===== src/rtl/mxp_pkg.sv =====
// ----------------------------------------------------------------------------
// mxp_pkg
// Types and constants of the modular exponentiation core.
// ----------------------------------------------------------------------------
package mxp_pkg;

  localparam int unsigned WordW = 32;  // datapath / result width
  localparam int unsigned ModW  = 31;  // modulus, base width
  localparam int unsigned ExpW  = 31;  // exponent width
  localparam int unsigned CntW  = 5;   // bit counter over one word
  localparam int unsigned CfgIdxW = 1;

  localparam logic [CfgIdxW-1:0] CfgUseModulus = 1'b0;
  localparam logic [CfgIdxW-1:0] CfgModulus    = 1'b1;

  localparam logic [ModW-1:0] ModulusReset = 31'h7FFF_FFFF;

  typedef enum logic [3:0] {
    StIdle   = 4'b0001,
    StReduce = 4'b0010,
    StMult   = 4'b0100,
    StFinish = 4'b1000
  } mxp_state_e;

  // control of one bit-serial multiply cell
  typedef struct packed {
    logic clr;       // clear the partial product
    logic step;      // take one multiplier bit
    logic scan_bit;  // current multiplier bit, MSB first
    logic mod_en;    // reduce by modulus, else wrap
  } mxp_cell_ctrl_t;

endpackage


===== src/rtl/mxp_if.sv =====
// ----------------------------------------------------------------------------
// mxp_in_if / mxp_out_if
// Valid/ready channels carrying requests into and results out of the core.
// ----------------------------------------------------------------------------
interface mxp_in_if;
  import mxp_pkg::*;
  logic            valid;
  logic            ready;
  logic [ModW-1:0] base_value;
  logic [ExpW-1:0] exponent;

  modport source (output valid, output base_value, output exponent, input ready);
  modport sink   (input valid, input base_value, input exponent, output ready);
endinterface

interface mxp_out_if;
  import mxp_pkg::*;
  logic             valid;
  logic             ready;
  logic [WordW-1:0] power_result;

  modport source (output valid, output power_result, input ready);
  modport sink   (input valid, input power_result, output ready);
endinterface


===== src/rtl/mxp_mul_cell.sv =====
// ----------------------------------------------------------------------------
// mxp_mul_cell
// Bit-serial interleaved multiplier: r = 2r + bit*addend, reduced by the
// modulus (at most two subtractions) or wrapped to PlainW bits.
// ----------------------------------------------------------------------------
module mxp_mul_cell #(
  parameter int unsigned PlainW = 32
) (
  input  logic                          clk_i,
  input  mxp_pkg::mxp_cell_ctrl_t       ctrl_i,
  input  logic [mxp_pkg::WordW-1:0]     addend_i,
  input  logic [mxp_pkg::ModW-1:0]      modulus_i,
  output logic [mxp_pkg::WordW-1:0]     prod_o
);
  import mxp_pkg::*;

  localparam int unsigned TW = WordW + 2;

  logic [WordW-1:0] r_q, r_d;
  logic [TW-1:0]    t, t1, t2;

  always_comb begin
    t  = {1'b0, r_q, 1'b0} + (ctrl_i.scan_bit ? {2'b00, addend_i} : '0);
    t1 = t - {{(TW-ModW){1'b0}}, modulus_i};
    t2 = t - {{(TW-ModW-1){1'b0}}, modulus_i, 1'b0};
    r_d = '0;
    if (ctrl_i.mod_en) begin
      // t < 3m, sign bit tells which candidate fits
      if (!t2[TW-1]) begin
        r_d = t2[WordW-1:0];
      end else if (!t1[TW-1]) begin
        r_d = t1[WordW-1:0];
      end else begin
        r_d = t[WordW-1:0];
      end
    end else begin
      r_d[PlainW-1:0] = t[PlainW-1:0];
    end
  end

  always_ff @(posedge clk_i) begin
    if (ctrl_i.clr) begin
      r_q <= '0;
    end else if (ctrl_i.step) begin
      r_q <= r_d;
    end
  end

  assign prod_o = r_d;

endmodule


===== src/rtl/modular_exponentiation_core.sv =====
// ----------------------------------------------------------------------------
// modular_exponentiation_core
// Right-to-left square-and-multiply exponentiation, optionally modulo m.
// ----------------------------------------------------------------------------
// Usage:
//   req_i  : valid/ready request carrying base_value and exponent.
//   rsp_o  : valid/ready result carrying power_result.
//   cfg_*  : write port; index 0 = use_modulus, index 1 = modulus.
//            Write only while the core is idle.
// Operation:
//   One request at a time. The base is first reduced in a bit-serial pass,
//   then each exponent bit up to the highest set one costs a further pass,
//   with the square and the conditional multiply running side by side in
//   two bit-serial cells that share one scanned operand.
// Reset:
//   Back to idle, no result pending, use_modulus = 1, modulus = 2^31-1.
// Stall:
//   A finished result sits in the output register; the core takes the
//   next request meanwhile and holds its own result until the slot frees.
// ----------------------------------------------------------------------------
module modular_exponentiation_core #(
  parameter int unsigned DATA_WIDTH = 32
) (
  input  logic                          clk_i,
  input  logic                          rst_ni,
  mxp_in_if.sink                        req_i,
  mxp_out_if.source                     rsp_o,
  input  logic                          cfg_we_i,
  input  logic [mxp_pkg::CfgIdxW-1:0]   cfg_idx_i,
  input  logic [mxp_pkg::ModW-1:0]      cfg_wdata_i
);
  import mxp_pkg::*;

  // plain mode only ever shows the low 32 bits, so wrapping wider is moot
  localparam int unsigned PlainW = (DATA_WIDTH < WordW) ? DATA_WIDTH : WordW;

  mxp_state_e       state_q, state_d;
  logic [CntW-1:0]  cnt_q;
  logic [WordW-1:0] base_q, acc_q, sb_q, res_q;
  logic [ExpW-1:0]  exp_q;
  logic             out_valid_q;
  logic             use_modulus_q;
  logic [ModW-1:0]  modulus_q;

  logic             mod_en, in_fire, out_fire, last_bit, load_res;
  logic [ExpW-1:0]  exp_shift;
  logic [WordW-1:0] acc_init, sq_addend, acc_prod, sq_prod;
  mxp_cell_ctrl_t   acc_ctrl, sq_ctrl;

  // zero modulus falls back to wrapping arithmetic
  assign mod_en    = use_modulus_q && (modulus_q != '0);
  assign in_fire   = req_i.valid && req_i.ready;
  assign out_fire  = out_valid_q && rsp_o.ready;
  assign last_bit  = (cnt_q == {CntW{1'b1}});
  assign exp_shift = exp_q >> 1;
  assign load_res  = (state_q == StFinish) && (!out_valid_q || rsp_o.ready);

  assign req_i.ready        = (state_q == StIdle);
  assign rsp_o.valid        = out_valid_q;
  assign rsp_o.power_result = res_q;

  // acc starts at 1 mod m; with m = 1 that is 0
  assign acc_init = (mod_en && modulus_q == {{(ModW-1){1'b0}}, 1'b1}) ? '0
                                                                       : WordW'(1);

  // reduction pass: base * 1 through the square cell
  assign sq_addend = (state_q == StReduce) ? WordW'(1) : base_q;

  always_comb begin
    acc_ctrl.clr      = in_fire || ((state_q == StMult) && last_bit);
    acc_ctrl.step     = (state_q == StMult);
    acc_ctrl.scan_bit = sb_q[WordW-1];
    acc_ctrl.mod_en   = mod_en;
    sq_ctrl.clr       = in_fire ||
                        (((state_q == StMult) || (state_q == StReduce)) && last_bit);
    sq_ctrl.step      = (state_q == StMult) || (state_q == StReduce);
    sq_ctrl.scan_bit  = sb_q[WordW-1];
    sq_ctrl.mod_en    = mod_en;
  end

  mxp_mul_cell #(.PlainW(PlainW)) u_acc_cell (
    .clk_i     (clk_i),
    .ctrl_i    (acc_ctrl),
    .addend_i  (acc_q),
    .modulus_i (modulus_q),
    .prod_o    (acc_prod)
  );

  mxp_mul_cell #(.PlainW(PlainW)) u_sq_cell (
    .clk_i     (clk_i),
    .ctrl_i    (sq_ctrl),
    .addend_i  (sq_addend),
    .modulus_i (modulus_q),
    .prod_o    (sq_prod)
  );

  always_comb begin
    state_d = state_q;
    case (state_q)
      StIdle: begin
        if (in_fire) begin
          state_d = StReduce;
        end
      end
      StReduce: begin
        if (last_bit) begin
          state_d = (exp_q == '0) ? StFinish : StMult;
        end
      end
      StMult: begin
        if (last_bit && exp_shift == '0) begin
          state_d = StFinish;
        end
      end
      StFinish: begin
        if (load_res) begin
          state_d = StIdle;
        end
      end
      default: state_d = StIdle;
    endcase
  end

  // control state
  always_ff @(posedge clk_i or negedge rst_ni) begin
    if (!rst_ni) begin
      state_q       <= StIdle;
      cnt_q         <= '0;
      out_valid_q   <= 1'b0;
      use_modulus_q <= 1'b1;
      modulus_q     <= ModulusReset;
    end else begin
      state_q <= state_d;
      if (in_fire) begin
        cnt_q <= '0;
      end else if ((state_q == StReduce) || (state_q == StMult)) begin
        cnt_q <= cnt_q + CntW'(1);
      end
      if (load_res) begin
        out_valid_q <= 1'b1;
      end else if (out_fire) begin
        out_valid_q <= 1'b0;
      end
      if (cfg_we_i) begin
        case (cfg_idx_i)
          CfgUseModulus: use_modulus_q <= cfg_wdata_i[0];
          CfgModulus:    modulus_q     <= cfg_wdata_i;
          default:       ;
        endcase
      end
    end
  end

  // datapath
  always_ff @(posedge clk_i) begin
    if (in_fire) begin
      sb_q  <= {1'b0, req_i.base_value};
      exp_q <= req_i.exponent;
      acc_q <= acc_init;
    end else if (state_q == StReduce) begin
      if (last_bit) begin
        base_q <= sq_prod;
        sb_q   <= sq_prod;
      end else begin
        sb_q <= sb_q << 1;
      end
    end else if (state_q == StMult) begin
      if (last_bit) begin
        if (exp_q[0]) begin
          acc_q <= acc_prod;
        end
        base_q <= sq_prod;
        sb_q   <= sq_prod;
        exp_q  <= exp_shift;
      end else begin
        sb_q <= sb_q << 1;
      end
    end
    if (load_res) begin
      res_q <= acc_q;
    end
  end

endmodule


===== src/flat_wrapper.sv =====
// flat-port wrapper written by rule: the top's interface ports become plain ports
module modular_exponentiation_core_flat import mxp_pkg::*;
#(
  parameter int unsigned DATA_WIDTH = 32
)
  (clk_i, rst_ni, cfg_we_i, cfg_idx_i, cfg_wdata_i, req_i_valid, req_i_base_value, req_i_exponent, req_i_ready, rsp_o_valid, rsp_o_power_result, rsp_o_ready);
  mxp_in_if req_i_i ();
  mxp_out_if rsp_o_i ();
  input  logic clk_i;
  input  logic rst_ni;
  input  logic cfg_we_i;
  input  logic [mxp_pkg::CfgIdxW-1:0] cfg_idx_i;
  input  logic [mxp_pkg::ModW-1:0] cfg_wdata_i;
  input wire logic [$bits(req_i_i.valid)-1:0] req_i_valid;
  input wire logic [$bits(req_i_i.base_value)-1:0] req_i_base_value;
  input wire logic [$bits(req_i_i.exponent)-1:0] req_i_exponent;
  output wire logic [$bits(req_i_i.ready)-1:0] req_i_ready;
  output wire logic [$bits(rsp_o_i.valid)-1:0] rsp_o_valid;
  output wire logic [$bits(rsp_o_i.power_result)-1:0] rsp_o_power_result;
  input wire logic [$bits(rsp_o_i.ready)-1:0] rsp_o_ready;
  assign req_i_i.valid = req_i_valid;
  assign req_i_i.base_value = req_i_base_value;
  assign req_i_i.exponent = req_i_exponent;
  assign req_i_ready = req_i_i.ready;
  assign rsp_o_valid = rsp_o_i.valid;
  assign rsp_o_power_result = rsp_o_i.power_result;
  assign rsp_o_i.ready = rsp_o_ready;
  modular_exponentiation_core #(.DATA_WIDTH(DATA_WIDTH)) u_core (.clk_i(clk_i), .rst_ni(rst_ni), .req_i(req_i_i), .rsp_o(rsp_o_i), .cfg_we_i(cfg_we_i), .cfg_idx_i(cfg_idx_i), .cfg_wdata_i(cfg_wdata_i));
endmodule

===== config.mk =====
export PLATFORM = sky130hd
export DESIGN_NAME = modular_exponentiation_core_flat
export DESIGN_NICKNAME = d
export VERILOG_FILES = /design/src/rtl/mxp_pkg.sv /design/src/rtl/mxp_if.sv /design/src/rtl/mxp_mul_cell.sv /design/src/rtl/modular_exponentiation_core.sv /design/src/flat_wrapper.sv
export SDC_FILE = /design/constraint.sdc
export NUM_CORES = 1
export LEC_CHECK = 0
export ABC_AREA = 1
export BUFFER_PORTS_ARGS = -buffer_cell sky130_fd_sc_hd__buf_2
export CAP_MARGIN = 10
export CORE_MARGIN = 2
export CORE_UTILIZATION = 45
export CTS_CLUSTER_SIZE = 16
export DETAILED_ROUTE_END_ITERATION = 10
export SETUP_SLACK_MARGIN = 0.1
export SYNTH_ARGS = -nofsm -noshare
export SYNTH_HDL_FRONTEND = slang
export SYNTH_SLANG_ARGS = --single-unit

===== constraint.sdc =====
create_clock -name clk_i -period 6.7 [get_ports clk_i]
set_input_delay 0.67 -clock clk_i [delete_from_list [all_inputs] [get_ports clk_i]]
set_output_delay 0.67 -clock clk_i [all_outputs]
set_load 0.05 [all_outputs]

==> results.json <==
{
  "status": "completed",
  "ys_ff_latch": 265,
  "tightest_slew_ns": 1.13,
  "crit_path_start_kind": "register",
  "hold_path_class": "in -> async",
  "hold_viol": 0,
  "fillCellCount": 5306,
  "antenna_found_initial": 1,
  "end_kind": "register",
  "worstSkewPairLatency_ns": 0.61,
  "synth_top_cell_by_area": "edfxtp_1",
  "cts_tree": "built",
  "syn_to_final_growth_pct": 11.9,
  "power.leakage_nw": 13.8,
  "drt-pass1-iter-count": 6,
  "rr_worst_depth": 38,
  "fmax_mhz": 161,
  "clk_pin_slew_worst_paths_ns": 0.06,
  "skew_ns": 0.0396,
  "fin_crit_ns": 6.22,
  "vias_per_cell": 5.49,
  "vias": 23887,
  "synth_nets": 3797,
  "cp_max_fo": 23,
  "clock_path_buffers": 3,
  "gp_congestion": 1.00,
  "cts.htree.levels": 1,
  "drt_iter0_drc": 2213,
  "crit_family": "simple AND/OR/NAND/NOR gates",
  "maxCapViolations": 0,
  "gr-total-overflow": 0,
  "synth.distinct_cells": 56,
  "rsz0062_at_grt": "false",
  "die_area_mm2": 0.0542,
  "final.setup.tns_ns": 0,
  "grt_pass1_vias": 22150,
  "relSlewSlack_pct": 24.3,
  "worstSetupPathType": "reg -> reg",
  "wl_mm": 85.7,
  "yosys-top-cells-area": "edfxtp_1 (20%), nand2_1 (16%), ha_1 (10%), inv_1 (7.8%), a21oi_1 (6.3%)",
  "track_usage_pct": 31.3,
  "cts_root_buf": "clkbuf_16",
  "yosysMostFrequentCell": "nand2_1",
  "numCtsBuffers": 30,
  "synth.top_cell.area_share_pct": 20.1,
  "synthTopCellsByCount": "nand2_1 (1015), inv_1 (488), nor2_1 (354), a21oi_1 (295), o21ai_0 (202)",
  "arrival_ns": 6.70,
  "wl_per_cell_um": 19.7,
  "worst-path-stages": 38,
  "numClockSinks": 265,
  "ant_nets": 0,
  "cp_slowest_cell": "ha_1",
  "start_util_pct": 45.8,
  "syn-cell-area_mm2": 0.0236,
  "post-route-period-util_pct": 92.8,
  "dieWidth_um": 233,
  "peakVddDrop_uv": 423,
  "ys_async_sr_fraction_pct": 15.8,
  "hold_slack_ns": 0.270,
  "seq_area_mm2": 0.00714,
  "syn_avg_cell_area_um2": 6.73,
  "boundaryPins": 133,
  "crit_buf_inv": 4,
  "die_h_um": 233,
  "synth-main-ff-cell": "edfxtp_1",
  "yosys_warnings": 0,
  "grt_max_degree": 104,
  "netlist_instances": 3504,
  "fin_util_pct": 51.2,
  "cts_post_setup_buffers_inserted": 0,
  "setup_violations": 0,
  "fin_cells": 4354,
  "ctsResizeCount": 0,
  "dp.cells": 4297,
  "nets": 3943,
  "crit_top_cell": "nand2_1",
  "required_ns": 7.18,
  "multiInputGateArea_mm2": 0.0143,
  "ctsHoldBuffers": 0,
  "antenna_cells": 0,
  "drive_above_1_share_pct": 10.1,
  "synth-seq-area-share_pct": 30.3,
  "slew_violations": 0,
  "drc": 0,
  "max_stage_delay_ns": 0.46,
  "grt_pass1_wl_mm": 130,
  "rows": 83,
  "post-dp-hpwl_mm": 69.8,
  "powerDensity_mw_per_mm2": 576,
  "io_buffer_count": 132,
  "fp.coreArea_mm2": 0.0515,
  "synth_edf_count": 158
}
## cells by family after synthesis
| group | synth area share [%] |
|---|---|
| AOI/OAI and AO/OA | 14.5 |
| DFF | 30.3 |
| xor gates and xnor gates | 5.57 |
| and+or+nand+nor | 29.6 |
| adders and majority gates | 10.5 |
| buffers and inverters | 9.63 |
## worst paths after layout
path	slack, ns	from	end
worst min register to register	0.45	u_core.acc_q[4]$_SDFFCE_PP0P_	u_core.rsp_o.power_result[4]$_DFFE_PP_
worst max register to register	0.48	u_core.state_q[3]$_DFFE_PN0P_	u_core.sb_q[16]$_DFFE_PP_
worst max-delay path	0.48	u_core.state_q[3]$_DFFE_PN0P_	u_core.sb_q[16]$_DFFE_PP_
max in group asynchronous	5.80	rst_ni	u_core.cnt_q[0]$_DFFE_PN0P_
min in group clk_i	0.29	cfg_we_i	u_core.use_modulus_q$_DFFE_PN1P_
worst min-delay path	0.27	rst_ni	u_core.cnt_q[1]$_DFFE_PN0P_
## state kept, by name, summed over array words and instances (netlist names)
name	cells
u_core.acc_q	32
u_core.base_q	32
u_core.cnt_q	5
u_core.exp_q	31
u_core.modulus_q	31
u_core.rsp_o.power_result	32
u_core.rsp_o.valid	1
u_core.sb_q	32
u_core.state_q	4
u_core.u_acc_cell.r_q	32
u_core.u_sq_cell.r_q	32
u_core.use_modulus_q	1
## worst reg2reg max path: cells and delay by family, from the launching register on
kind,cells,cell delay (ns)
AND/OR/NAND/NOR,29,3.26
XOR/XNOR,1,0.35
AO/OA/AOI/OAI,1,0.34
flip-flops,1,0.41
buffers and inverters,4,0.62
adder cells (fa/ha/maj),3,1.11
## cell type report
cell class / instances / area share, %
Clock buffer: 41 / 3.12
Clock inverter: 15 / 0.873
Inverter: 493 / 7.02
Multi-Input combinational cell: 2659 / 54.1
Sequential cell: 265 / 27.1
Tap cell: 680 / 3.23
Timing Repair Buffer: 201 / 4.54
## cells in the final DEF (no fill, tap or decap), types with 7 or more instances in the layout
| cell | instances |
|---|---|
| xor2_1 | 100 |
| clkbuf_1 | 9 |
| nor3_1 | 21 |
| o21a_1 | 7 |
| or2_2 | 15 |
| dfstp_2 | 33 |
| a21o_1 | 24 |
| nand2_1 | 1011 |
| clkbuf_16 | 31 |
| a21boi_0 | 14 |
| nor4_1 | 14 |
| xnor2_1 | 48 |
| dfrtp_1 | 9 |
| o21ai_0 | 200 |
| ha_1 | 185 |
| o21bai_1 | 28 |
| nand3_1 | 192 |
| edfxtp_1 | 158 |
| buf_2 | 132 |
| dfxtp_1 | 64 |
| nor2_1 | 351 |
| inv_1 | 486 |
| buf_4 | 66 |
| nand2_2 | 30 |
| a21oi_1 | 291 |
| nand4_1 | 31 |
| a31oi_1 | 18 |
## metal layers
layer | part of all wire (%) | GRT usage, %
met5 | 0 | 0
met4 | 2.2 | 6.67
met3 | 9.5 | 6.80
met2 | 39 | 43.2
met1 | 50 | 49.0
## stage by stage
stage          setup slack [ns]  cell area, um^2  total power [mW]
2_1_floorplan              1.47            23600              9.72
3_3_place_gp              0.347            25200              13.1
3_5_place_dp              0.325            25200              13.1
4_1_cts                   0.279            26300              14.9
5_1_grt                   0.130            26400              16.4
6_report                  0.482            26400              15.2
## power breakdown
| group | internal (mW) | leakage [nW] | switching (mW) |
|---|---|---|---|
| logic | 3.35 | 10.8 | 7.29 |
| clock network | 1.06 | 0.512 | 0.719 |
| registers | 2.53 | 2.47 | 0.253 |
Note: power is estimated with default switching activity, not from simulation.
